### src/rtl/ssi_pkg.sv
// Shared types, constants and lookup functions for the sunrise sample interval block.
// No dependencies; every other file in this folder imports it.
package ssi_pkg;

  typedef logic [31:0] epoch_t;
  typedef logic [16:0] interval_t;
  typedef logic [15:0] delay_t;
  typedef logic [15:0] days_t;
  typedef logic [16:0] sod_t;
  typedef logic [17:0] doe_t;
  typedef logic [8:0]  yoe_t;
  typedef logic [8:0]  doy_t;
  typedef logic [3:0]  month_t;
  typedef logic [4:0]  mday_t;
  typedef logic [18:0] tenths_t;
  typedef logic [23:0] num_t;

  localparam int unsigned PADDR_W   = 3;
  localparam logic        REG_DELAY = 1'b0;
  localparam delay_t      DELAY_RESET = 16'd7200;

  localparam logic [16:0] DAY_SEC = 17'd86400;
  localparam logic [19:0] DAYS_TO_EPOCH = 20'd719468;
  localparam logic [19:0] ERA4_START = 20'd584388;
  localparam logic [19:0] ERA5_START = 20'd730485;

  localparam logic [25:0] RECIP_675  = 26'(((64'd1 << 35) + 64'd674) / 64'd675);
  localparam logic [18:0] RECIP_1460 = 19'(((64'd1 << 29) + 64'd1459) / 64'd1460);
  localparam logic [18:0] RECIP_365  = 19'(((64'd1 << 27) + 64'd364) / 64'd365);
  localparam logic [23:0] RECIP_155  = 24'(((64'd1 << 31) + 64'd154) / 64'd155);

  localparam month_t MONTH_LAST = 4'd11;

  function automatic tenths_t sunrise_tenths(input month_t mon);
    tenths_t r;
    case (mon)
      4'd0:    r = 19'd316800;
      4'd1:    r = 19'd301212;
      4'd2:    r = 19'd270000;
      4'd3:    r = 19'd228600;
      4'd4:    r = 19'd191412;
      4'd5:    r = 19'd166212;
      4'd6:    r = 19'd164988;
      4'd7:    r = 19'd186588;
      4'd8:    r = 19'd215388;
      4'd9:    r = 19'd243000;
      4'd10:   r = 19'd274212;
      4'd11:   r = 19'd303588;
      default: r = 19'd0;
    endcase
    return r;
  endfunction

  // First day of each month in a March-based year, counted from March 1st.
  function automatic doy_t month_start(input month_t mp);
    doy_t r;
    case (mp)
      4'd0:    r = 9'd0;
      4'd1:    r = 9'd31;
      4'd2:    r = 9'd61;
      4'd3:    r = 9'd92;
      4'd4:    r = 9'd122;
      4'd5:    r = 9'd153;
      4'd6:    r = 9'd184;
      4'd7:    r = 9'd214;
      4'd8:    r = 9'd245;
      4'd9:    r = 9'd275;
      4'd10:   r = 9'd306;
      4'd11:   r = 9'd337;
      default: r = 9'd0;
    endcase
    return r;
  endfunction

endpackage

### src/rtl/ssi_if.sv
// Valid/ready channel interfaces for time requests and interval results.
// Depends on ssi_pkg for the payload types.
interface ssi_req_if;
  import ssi_pkg::*;
  logic   valid;
  logic   ready;
  epoch_t epoch_seconds;
  modport source (output valid, output epoch_seconds, input ready);
  modport sink   (input valid, input epoch_seconds, output ready);
endinterface

interface ssi_rsp_if;
  import ssi_pkg::*;
  logic      valid;
  logic      ready;
  interval_t seconds_to_target;
  modport source (output valid, output seconds_to_target, input ready);
  modport sink   (input valid, input seconds_to_target, output ready);
endinterface

### src/rtl/sunrise_sample_interval.sv
// Top level of the sunrise sample interval block: ten-stage calendar and interpolation pipeline.
// Depends on ssi_pkg and the channel interfaces in ssi_if.sv.
//
// For each request carrying a UTC epoch time the block returns the seconds until the next daily
// target, which is the sunrise interpolated from a monthly table plus the programmable delay,
// saturated to one day. It takes one request per clock while the pipeline is not stalled, and
// passes it through the ten register stages that split the calendar decomposition and the
// reciprocal multiplications. Backpressure on the result side stalls the pipeline only once it
// is full. The delay register sits at byte address 0 and should be written while idle.
module sunrise_sample_interval (
  input  logic                           clk_i,
  input  logic                           rst_ni,
  ssi_req_if.sink                        req_i,
  ssi_rsp_if.source                      rsp_o,
  input  logic                           psel,
  input  logic                           penable,
  input  logic                           pwrite,
  input  logic [ssi_pkg::PADDR_W-1:0]    paddr,
  input  logic [31:0]                    pwdata,
  output logic [31:0]                    prdata,
  output logic                           pready
);
  import ssi_pkg::*;

  localparam int unsigned NS = 10;

  delay_t delay_q;
  logic [NS-1:0] vld_q;
  logic [NS-1:0] en;

  days_t     days_s0_q;
  epoch_t    now_s0_q;
  sod_t      sod_s1_q, sod_s2_q, sod_s3_q, sod_s4_q, sod_s5_q, sod_s6_q, sod_s7_q, sod_s8_q;
  doe_t      doe_s1_q, doe_s2_q, doe_s3_q;
  doe_t      tyr_s2_q;
  yoe_t      yoe_s3_q;
  doy_t      doy_s4_q;
  month_t    mon_s5_q;
  mday_t     mday_s5_q;
  num_t      num_s6_q;
  logic [46:0] quot_s7_q;
  sod_t      tgt_s8_q;
  interval_t out_q;

  logic [50:0] days_prod;
  days_t       days_d;
  logic [32:0] day_base;
  sod_t        sod_d;
  logic [19:0] zday;
  doe_t        doe_d;
  logic [36:0] q1460_prod;
  logic [2:0]  c36524;
  logic        c146096;
  doe_t        tyr_d;
  logic [36:0] yoe_prod;
  yoe_t        yoe_d;
  logic [1:0]  c100;
  doe_t        yr_base;
  doy_t        doy_d;
  month_t      mp;
  mday_t       mday_d;
  month_t      mon_d;
  tenths_t     sr_a, sr_b;
  logic signed [19:0] sr_dlt;
  logic signed [25:0] sr_step;
  logic [23:0] sr_base;
  num_t        num_d;
  logic [46:0] quot_d;
  sod_t        tgt_d;
  logic [17:0] diff_wrap, diff_fwd;
  interval_t   out_d;

  assign pready = 1'b1;
  assign prdata = (paddr[2] == REG_DELAY) ? {16'd0, delay_q} : 32'd0;

  always_ff @(posedge clk_i or negedge rst_ni) begin
    if (!rst_ni) begin
      delay_q <= DELAY_RESET;
    end else if (psel && penable && pwrite && (paddr[2] == REG_DELAY)) begin
      delay_q <= pwdata[15:0];
    end
  end

  always_comb begin
    en[NS-1] = !vld_q[NS-1] || rsp_o.ready;
    for (int k = NS - 2; k >= 0; k--) begin
      en[k] = !vld_q[k] || en[k+1];
    end
  end

  assign req_i.ready = en[0];
  assign rsp_o.valid = vld_q[NS-1];
  assign rsp_o.seconds_to_target = out_q;

  always_ff @(posedge clk_i or negedge rst_ni) begin
    if (!rst_ni) begin
      vld_q <= '0;
    end else begin
      if (en[0]) begin
        vld_q[0] <= req_i.valid;
      end
      for (int k = 1; k < NS; k++) begin
        if (en[k]) begin
          vld_q[k] <= vld_q[k-1];
        end
      end
    end
  end

  always_comb begin
    days_prod = 51'(req_i.epoch_seconds[31:7]) * 51'(RECIP_675);
    days_d    = days_prod[50:35];

    day_base = 33'(days_s0_q) * 33'(DAY_SEC);
    sod_d    = 17'(now_s0_q - day_base[31:0]);
    zday     = 20'(days_s0_q) + DAYS_TO_EPOCH;
    doe_d    = (zday >= ERA5_START) ? 18'(zday - ERA5_START) : 18'(zday - ERA4_START);

    q1460_prod = 37'(doe_s1_q) * 37'(RECIP_1460);
    c36524  = 3'(doe_s1_q >= 18'd36524) + 3'(doe_s1_q >= 18'd73048)
            + 3'(doe_s1_q >= 18'd109572) + 3'(doe_s1_q >= 18'd146096);
    c146096 = (doe_s1_q >= 18'd146096);
    tyr_d   = doe_s1_q - 18'(q1460_prod[36:29]) + 18'(c36524) - 18'(c146096);

    yoe_prod = 37'(tyr_s2_q) * 37'(RECIP_365);
    yoe_d    = yoe_prod[35:27];

    c100    = 2'(yoe_s3_q >= 9'd100) + 2'(yoe_s3_q >= 9'd200) + 2'(yoe_s3_q >= 9'd300);
    yr_base = 18'(yoe_s3_q) * 18'd365 + 18'(yoe_s3_q[8:2]) - 18'(c100);
    doy_d   = 9'(doe_s3_q - yr_base);

    mp = '0;
    for (int k = 1; k <= 11; k++) begin
      mp = mp + 4'(doy_s4_q >= month_start(4'(k)));
    end
    mday_d = 5'(doy_s4_q - month_start(mp) + 9'd1);
    mon_d  = (mp < 4'd10) ? mp + 4'd2 : mp - 4'd10;

    sr_a    = sunrise_tenths(mon_s5_q);
    sr_b    = sunrise_tenths((mon_s5_q == MONTH_LAST) ? 4'd0 : mon_s5_q + 4'd1);
    sr_dlt  = $signed({1'b0, sr_b}) - $signed({1'b0, sr_a});
    sr_step = 26'(sr_dlt) * $signed({1'b0, mday_s5_q});
    sr_base = {sr_a, 5'd0} - 24'(sr_a);
    num_d   = 24'($signed({2'b00, sr_base}) + sr_step);

    quot_d = 47'(num_s6_q[23:1]) * 47'(RECIP_155);

    tgt_d = 17'(quot_s7_q[46:31]) + 17'(delay_q);

    diff_wrap = 18'(tgt_s8_q) + 18'(DAY_SEC) - 18'(sod_s8_q);
    diff_fwd  = 18'(tgt_s8_q) - 18'(sod_s8_q);
    if (tgt_s8_q <= sod_s8_q) begin
      out_d = 17'(diff_wrap);
    end else if (diff_fwd > 18'(DAY_SEC)) begin
      out_d = DAY_SEC;
    end else begin
      out_d = 17'(diff_fwd);
    end
  end

  always_ff @(posedge clk_i) begin
    if (en[0]) begin
      days_s0_q <= days_d;
      now_s0_q  <= req_i.epoch_seconds;
    end
    if (en[1]) begin
      sod_s1_q <= sod_d;
      doe_s1_q <= doe_d;
    end
    if (en[2]) begin
      sod_s2_q <= sod_s1_q;
      doe_s2_q <= doe_s1_q;
      tyr_s2_q <= tyr_d;
    end
    if (en[3]) begin
      sod_s3_q <= sod_s2_q;
      doe_s3_q <= doe_s2_q;
      yoe_s3_q <= yoe_d;
    end
    if (en[4]) begin
      sod_s4_q <= sod_s3_q;
      doy_s4_q <= doy_d;
    end
    if (en[5]) begin
      sod_s5_q  <= sod_s4_q;
      mon_s5_q  <= mon_d;
      mday_s5_q <= mday_d;
    end
    if (en[6]) begin
      sod_s6_q <= sod_s5_q;
      num_s6_q <= num_d;
    end
    if (en[7]) begin
      sod_s7_q  <= sod_s6_q;
      quot_s7_q <= quot_d;
    end
    if (en[8]) begin
      sod_s8_q <= sod_s7_q;
      tgt_s8_q <= tgt_d;
    end
    if (en[9]) begin
      out_q <= out_d;
    end
  end

  a_out_range: assert property (@(posedge clk_i) disable iff (!rst_ni)
    rsp_o.valid |-> (out_q >= 17'd1) && (out_q <= DAY_SEC))
    else $error("interval result out of range");

  a_date_range: assert property (@(posedge clk_i) disable iff (!rst_ni)
    vld_q[5] |-> (mday_s5_q >= 5'd1) && (mday_s5_q <= 5'd31) && (mon_s5_q <= MONTH_LAST))
    else $error("calendar decomposition out of range");

  a_empty_ready: assert property (@(posedge clk_i) disable iff (!rst_ni)
    !vld_q[0] |-> req_i.ready)
    else $error("empty first stage refused a request");

  a_accept_enters: assert property (@(posedge clk_i) disable iff (!rst_ni)
    (req_i.valid && req_i.ready) |=> vld_q[0])
    else $error("accepted request did not enter the pipeline");

endmodule

### src/flat_wrapper.sv
// flat-port wrapper written by rule: the top's interface ports become plain ports
module sunrise_sample_interval_flat import ssi_pkg::*;
  (clk_i, rst_ni, psel, penable, pwrite, paddr, pwdata, prdata, pready, req_i_valid, req_i_epoch_seconds, req_i_ready, rsp_o_valid, rsp_o_seconds_to_target, rsp_o_ready);
  ssi_req_if req_i_i ();
  ssi_rsp_if rsp_o_i ();
  input  logic clk_i;
  input  logic rst_ni;
  input  logic psel;
  input  logic penable;
  input  logic pwrite;
  input  logic [ssi_pkg::PADDR_W-1:0] paddr;
  input  logic [31:0] pwdata;
  output logic [31:0] prdata;
  output logic pready;
  input wire logic [$bits(req_i_i.valid)-1:0] req_i_valid;
  input wire logic [$bits(req_i_i.epoch_seconds)-1:0] req_i_epoch_seconds;
  output wire logic [$bits(req_i_i.ready)-1:0] req_i_ready;
  output wire logic [$bits(rsp_o_i.valid)-1:0] rsp_o_valid;
  output wire logic [$bits(rsp_o_i.seconds_to_target)-1:0] rsp_o_seconds_to_target;
  input wire logic [$bits(rsp_o_i.ready)-1:0] rsp_o_ready;
  assign req_i_i.valid = req_i_valid;
  assign req_i_i.epoch_seconds = req_i_epoch_seconds;
  assign req_i_ready = req_i_i.ready;
  assign rsp_o_valid = rsp_o_i.valid;
  assign rsp_o_seconds_to_target = rsp_o_i.seconds_to_target;
  assign rsp_o_i.ready = rsp_o_ready;
  sunrise_sample_interval u_core (.clk_i(clk_i), .rst_ni(rst_ni), .req_i(req_i_i), .rsp_o(rsp_o_i), .psel(psel), .penable(penable), .pwrite(pwrite), .paddr(paddr), .pwdata(pwdata), .prdata(prdata), .pready(pready));
endmodule
### config.mk
export PLATFORM = sky130hd
export DESIGN_NAME = sunrise_sample_interval_flat
export DESIGN_NICKNAME = d
export VERILOG_FILES = /design/src/rtl/ssi_pkg.sv /design/src/rtl/ssi_if.sv /design/src/rtl/sunrise_sample_interval.sv /design/src/flat_wrapper.sv
export SDC_FILE = /design/constraint.sdc
export NUM_CORES = 2
export LEC_CHECK = 0
export BUFFER_PORTS_ARGS = -buffer_cell sky130_fd_sc_hd__buf_2
export CAP_MARGIN = 20
export CORE_ASPECT_RATIO = 1.25
export CORE_MARGIN = 2
export CORE_UTILIZATION = 35
export DETAILED_ROUTE_END_ITERATION = 10
export PLACE_DENSITY_LB_ADDON = 0.1
export SLEW_MARGIN = 20
export SYNTH_ARGS = -nofsm -noshare
export SYNTH_HDL_FRONTEND = slang
export SYNTH_SLANG_ARGS = --single-unit
### constraint.sdc
create_clock -name clk_i -period 9.24 [get_ports clk_i]
set_input_delay 0.462 -clock clk_i [delete_from_list [all_inputs] [get_ports clk_i]]
set_output_delay 0.462 -clock clk_i [all_outputs]
set_load 0.01 [all_outputs]
# Word-level counts from Yosys, hierarchy flattened
# Memory sizes are Yosys's and may differ from the RTL's. A register that Yosys moved wholly into a read port is not among the register bits.
# Index checks and enable logic that the tools add are counted.
[totals]
output_inout_bits = 52
n_memories = 3
reg_bits = 380
inputBits = 74
rom_bits = 688
word_cells = 134
[memory_table]
columns = ["memory", "depth", "width", "read_ports", "rd_clocked_by_memory_dff", "write_ports", "line_no", "source"]
rows = [
  ["(name not given)", 16, 17, 1, 1, 0, "ssi_pkg.sv:36", "case (mon)"],
  ["(name not given)", 16, 17, 1, 0, 0, "ssi_pkg.sv:36", ""],
  ["(name not given)", 16, 9, 1, 0, 0, "ssi_pkg.sv:57", "case (mp)"],
]
[classes]
eq_ne = 1
mul = 7
reduce_logical = 23
bitwise = 1
add_sub_neg = 37
muxes = 7
n_lt_le_gt_ge = 22
[op_table]
columns = ["operator", "count"]
rows = [
  ["25-bit by 26-bit multiplier with 51-bit output, second input constant", 1],
  ["23-bit by 23-bit multiplier with 46-bit output, second input constant", 1],
  ["9-bit by 8-bit greater-or-equal comparator with 1-bit output, second input constant", 5],
  ["4-bit by 1-bit adder with 4-bit output", 9],
  ["18-bit by 17-bit greater-or-equal comparator with 1-bit output, second input constant", 2],
  ["9-bit greater-or-equal comparator, second input constant", 4],
  ["18-bit by 16-bit multiplier with 34-bit output, second input constant", 1],
  ["17-bit 2-to-1 mux", 2],
  ["17-bit subtractor", 2],
  ["18-bit by 16-bit multiplier with 33-bit output, second input constant", 1],
  ["9-bit by 7-bit greater-or-equal comparator with 1-bit output, second input constant", 3],
  ["24-bit adder", 1],
  ["20-bit by 6-bit multiplier with 24-bit output", 1],
  ["24-bit by 19-bit subtractor with 24-bit output", 1],
  ["16-bit by 20-bit adder with 20-bit output, second input constant", 1],
  ["20-bit greater-or-equal comparator, second input constant", 1],
  ["19-bit by 19-bit subtractor with 20-bit output", 1],
  ["18-bit by 3-bit adder with 18-bit output", 1],
  ["18-bit by 16-bit greater-or-equal comparator with 1-bit output, second input constant", 1],
  ["18-bit greater-or-equal comparator, second input constant", 1],
  ["18-bit by 17-bit greater-than comparator with 1-bit output, second input constant", 1],
  ["18-bit 2-to-1 mux", 1],
  ["17-bit by 17-bit subtractor with 18-bit output", 1],
  ["18-bit by 1-bit subtractor with 18-bit output", 1],
  ["other kinds (29)", 54],
]

# Longest topological paths before layout
[logic_depth]
depth_word = 14
depth_mapped = 36
depth_no_buf = 36

# Worst setup path before layout
# Ideal clock, no wire load.
[synth_path]
path_kind = "reg-to-reg"
startpoint = "reg u_core.doe_s1_q[13]"
endpoint = "reg u_core.tyr_s2_q[17], data pin"
setup_slack_ns = 0.595
path_stages_with_launch = 35
required_ns = 8.978
setup_time_ns = 0.262
synth_period_minus_slack_ns = 8.645
t_arrival_ns = 8.383
n_path_buf = 0
path_cell_list = "edfxtp_1 > inv_1 > fa_1 > inv_1 > ha_1 > inv_1 > fa_1 > inv_1 > fa_1 > fa_1 > inv_1 > fa_1 > inv_1 > ha_1 > a21oi_1 > nor2b_1 > o21ai_0 > a21boi_0 > o21a_1 > or3_1 > xor2_1 > fa_1 > fa_1 > inv_1 > ha_1 > and3b_1 > o21ai_0 > a21boi_0 > o31ai_1 > a2111oi_0 > o31ai_1 > o31ai_1 > a21o_1 > a21oi_1 > xor2_1"
[synth_between]
elab_chain_len = 6
elab_cells_between_ends = 11
cone_classes = "add/sub: 6; mul: 1; order compare: 4"
[synth_lines]
columns = ["item", "line_no", "source"]
rows = [
  ["from (decl)", "sunrise_sample_interval.sv:34", "doe_t doe_s1_q, doe_s2_q, doe_s3_q;"],
  ["from (signal assigned)", "sunrise_sample_interval.sv:168", "doe_s1_q <= doe_d;"],
  ["branches (longest 5 deep; another with 18-bit by 16-bit multiplier with 34-bit output)", "n/a", ""],
  ["18-bit by 1-bit subtractor with 18-bit output (*)", "sunrise_sample_interval.sv:123", "tyr_d = doe_s1_q - 18'(q1460_prod[36:29]) + 18'(c36524) - 18'(c146096);"],
  ["named net u_core.tyr_d[17]", "sunrise_sample_interval.sv:54", "doe_t tyr_d;"],
  ["to (signal assigned)", "sunrise_sample_interval.sv:173", "tyr_s2_q <= tyr_d;"],
  ["to (decl)", "sunrise_sample_interval.sv:35", "doe_t tyr_s2_q;"],
]
# Mark *: on every way through the listed nets, which the timed path passes.
# A chain may end at the register's enable or synchronous reset.

# Worst setup path in the final report
[layout_path]
startpoint = "reg u_core.doe_s1_q[5]"
endpoint = "reg u_core.tyr_s2_q[17], data pin"
# The elaborated chain is that of the path after synthesis.

==> results_dict.tcl <==
set metrics [dict create \
    synth_area_leader_cell "fa_1" \
    synthToLayoutAreaGrowth_pct 9.57 \
    clockRootBuffer "clkbuf_16" \
    portBuffers 90 \
    start_util 0.353 \
    grt_overflow_total 0 \
    critPathLaunchType "flop" \
    wl_per_cell_microns 17.2 \
    clockBufferDepth 3 \
    clock_sinks 365 \
    synth_top_cell_area_share 0.265 \
    yosys_register_bits 365 \
    synth_ff_type "edfxtp_1" \
    dieArea_sq_um 149000 \
    async_reset_ff_frac 0.0712 \
    place_area_sq_um 54300 \
    setup_slack_ps 489 \
    global_route.usage.total 0.163 \
    critPathRequiredTime_ps 9580 \
    tritoncts "built" \
    hp-class "in2reg" \
    drt-initial-drc-count 1009 \
    antenna_found_initial 2 \
    drive_gt1_frac 0.0598 \
    place_congestion 0.828 \
    arrival_ps 9090 \
    ant_nets 0 \
    netlist_instances 4754 \
    crit_path_frequent_cell "fa_1" \
    grt_pass1_wl_mm 191 \
    ys_top_cells_by_area "fa_1, ha_1, edfxtp_1" \
    cp_max_fo 6 \
    core_sq_um 145000 \
    vias 31800 \
    cp_slowest_cell "fa_1" \
    dp_slack_ps 5.64 \
    synth_edf_count 322 \
    clk_latency_ps 620 \
    cpPeakStageDelay_ps 550 \
    htreeDepth 2 \
    drcViolationCount 0 \
    totalWireLength_mm 118 \
    setup_viol 0 \
    avgViaCountPerCell 4.63 \
    syn_area_sq_um 51100 \
    rsz0062_at_grt "false" \
    max_freq_ghz 0.114 \
    yosys.cell_count.top_type "inv_1" \
    worstMarginPinSlew_ps 912 \
    period_minus_slack_ps 8750 \
    outcome "completed" \
    hold_ws_ps 67.6 \
    cts_made_buffers 44 \
    hpwl_mm 102 \
    clkTransAtPathRegs_ps 60 \
    period_share 0.947 \
    ys_seq_area_frac 0.209 \
    grt_max_degree 46 \
    drt_pre_antenna_iters 5 \
    design_area_sq_um 56000 \
    syn_area_per_cell_sq_um 10.8 \
    yosysWarnings 0 \
    maxSlewViolCount 0 \
    layout.nets 6740 \
    synth_cell_types 91 \
    die_w_microns 346 \
    antenna_cells 0 \
    grt_pass1_vias 34800 \
    maxCapViolCount 0 \
    crit_type "reg2reg" \
    skew_ps 43.3 \
    end_kind "flop" \
    yosys-top-cells-count "inv_1, ha_1, fa_1, edfxtp_1, nand2_1" \
    slew_headroom 0.374 \
    hold_viol 0 \
    row_count 156 \
    die-height_microns 431 \
    io_pins 126 \
]
-- area by class of cell --
class / instances / area (sq um)
inverter: 1163 / 4370
tap: 1896 / 2370
fill: 14400 / 88800
clock buffer: 51 / 1220
multi-input combinational: 3190 / 35900
sequential: 365 / 10700
clock inverter: 31 / 445
timing repair buffer: 163 / 1000
-- cells in the final DEF, fill, tap and decap left out, types with 50 or more instances in the layout --
cell type,n
nor2_1,147
edfxtp_1,322
xnor2_1,154
a21oi_1,153
ha_1,1061
inv_1,1157
o21ai_0,109
buf_4,71
nand2_1,153
and2_1,65
fa_1,677
a21o_1,70
buf_2,90
xor2_1,50
-- stage by stage --
step | util | setup TNS (ps) | instances
final | 0.387 | 0 | 6859
after global routing | 0.387 | 0 | 6859
after CTS | 0.386 | 0 | 6853
after detailed placement | 0.375 | 0 | 6770
after global placement | 0.375 | -55.8 | 6770
after floorplan | - | 0 | 4769
-- repair_timing --
action                                 CTS  global route
endpoints found under the hold margin   22             0
pin swaps                                0             3
hold buffers                             1             0
setup endpoints to repair                1             6
resized for setup                        1            15
setup buffers                            0             6
-- layer usage --
layer  vias up  global-route usage  wire (microns)
met1     15700               0.204           52200
met5         -                   0               0
li1      15800                   -               -
met3        94              0.0146            2070
met4         0              0.0343            2270
met2       236               0.305           61100
-- path summary, 6_finish.rpt --
| path | from | depth (start not counted) | slack, ps | to |
|---|---|---|---|---|
| max | u_core.doe_s1_q[5] | 34 | 490 | u_core.tyr_s2_q[17] |
| max in group asynchronous | rst_ni | 2 | 8300 | u_core.vld_q[3] |
| min reg2reg | u_core.sod_s6_q[3] | 0 | 400 | u_core.sod_s7_q[3] |
| min | pwdata[5] | 2 | 70 | u_core.delay_q[5] |
| max reg2reg | u_core.doe_s1_q[5] | 34 | 490 | u_core.tyr_s2_q[17] |
| min in group asynchronous | rst_ni | 2 | 430 | u_core.delay_q[9] |
-- sequential cells by signal (all words and copies together) (netlist names), 17 cells and up --
name	flops
u_core.sod_s2_q	17
u_core.rsp_o.seconds_to_target	17
u_core.doe_s1_q	18
u_core.sod_s1_q	17
u_core.sr_a	17
u_core.sod_s7_q	17
u_core.num_s6_q	22
u_core.sod_s5_q	17
u_core.sod_s8_q	17
u_core.sod_s6_q	17
u_core.tgt_s8_q	17
u_core.sod_s3_q	17
u_core.tyr_s2_q	18
u_core.now_s0_q	17
u_core.sod_s4_q	17
-- logic make-up after synthesis --
| group | count (synthesis) | share of synthesized area |
|---|---|---|
| XOR/XNOR | 206 | 0.0354 |
| adder cells (fa/ha/maj) | 1739 | 0.525 |
| AND/OR/NAND/NOR | 626 | 0.0611 |
| buffers and inverters | 1214 | 0.0905 |
| flip-flops | 365 | 0.209 |
| other | 2 | 0.000147 |
| multiplexers | 29 | 0.00612 |
| AO/OA/AOI/OAI | 573 | 0.0731 |
-- worst max-delay path: cells and delay by family (launching register included) --
kind                       cells  cell delay [ps]
adders and majority gates     10             4320
AOI/OAI and AO/OA             12             2080
buffers and inverters          8              790
DFF                            1              520
and+or+nand+nor                2              510
xor gates and xnor gates       2              270
Power is not shown: default switching activity piles up to over one toggle a cycle in this logic, so the estimate is an artifact.
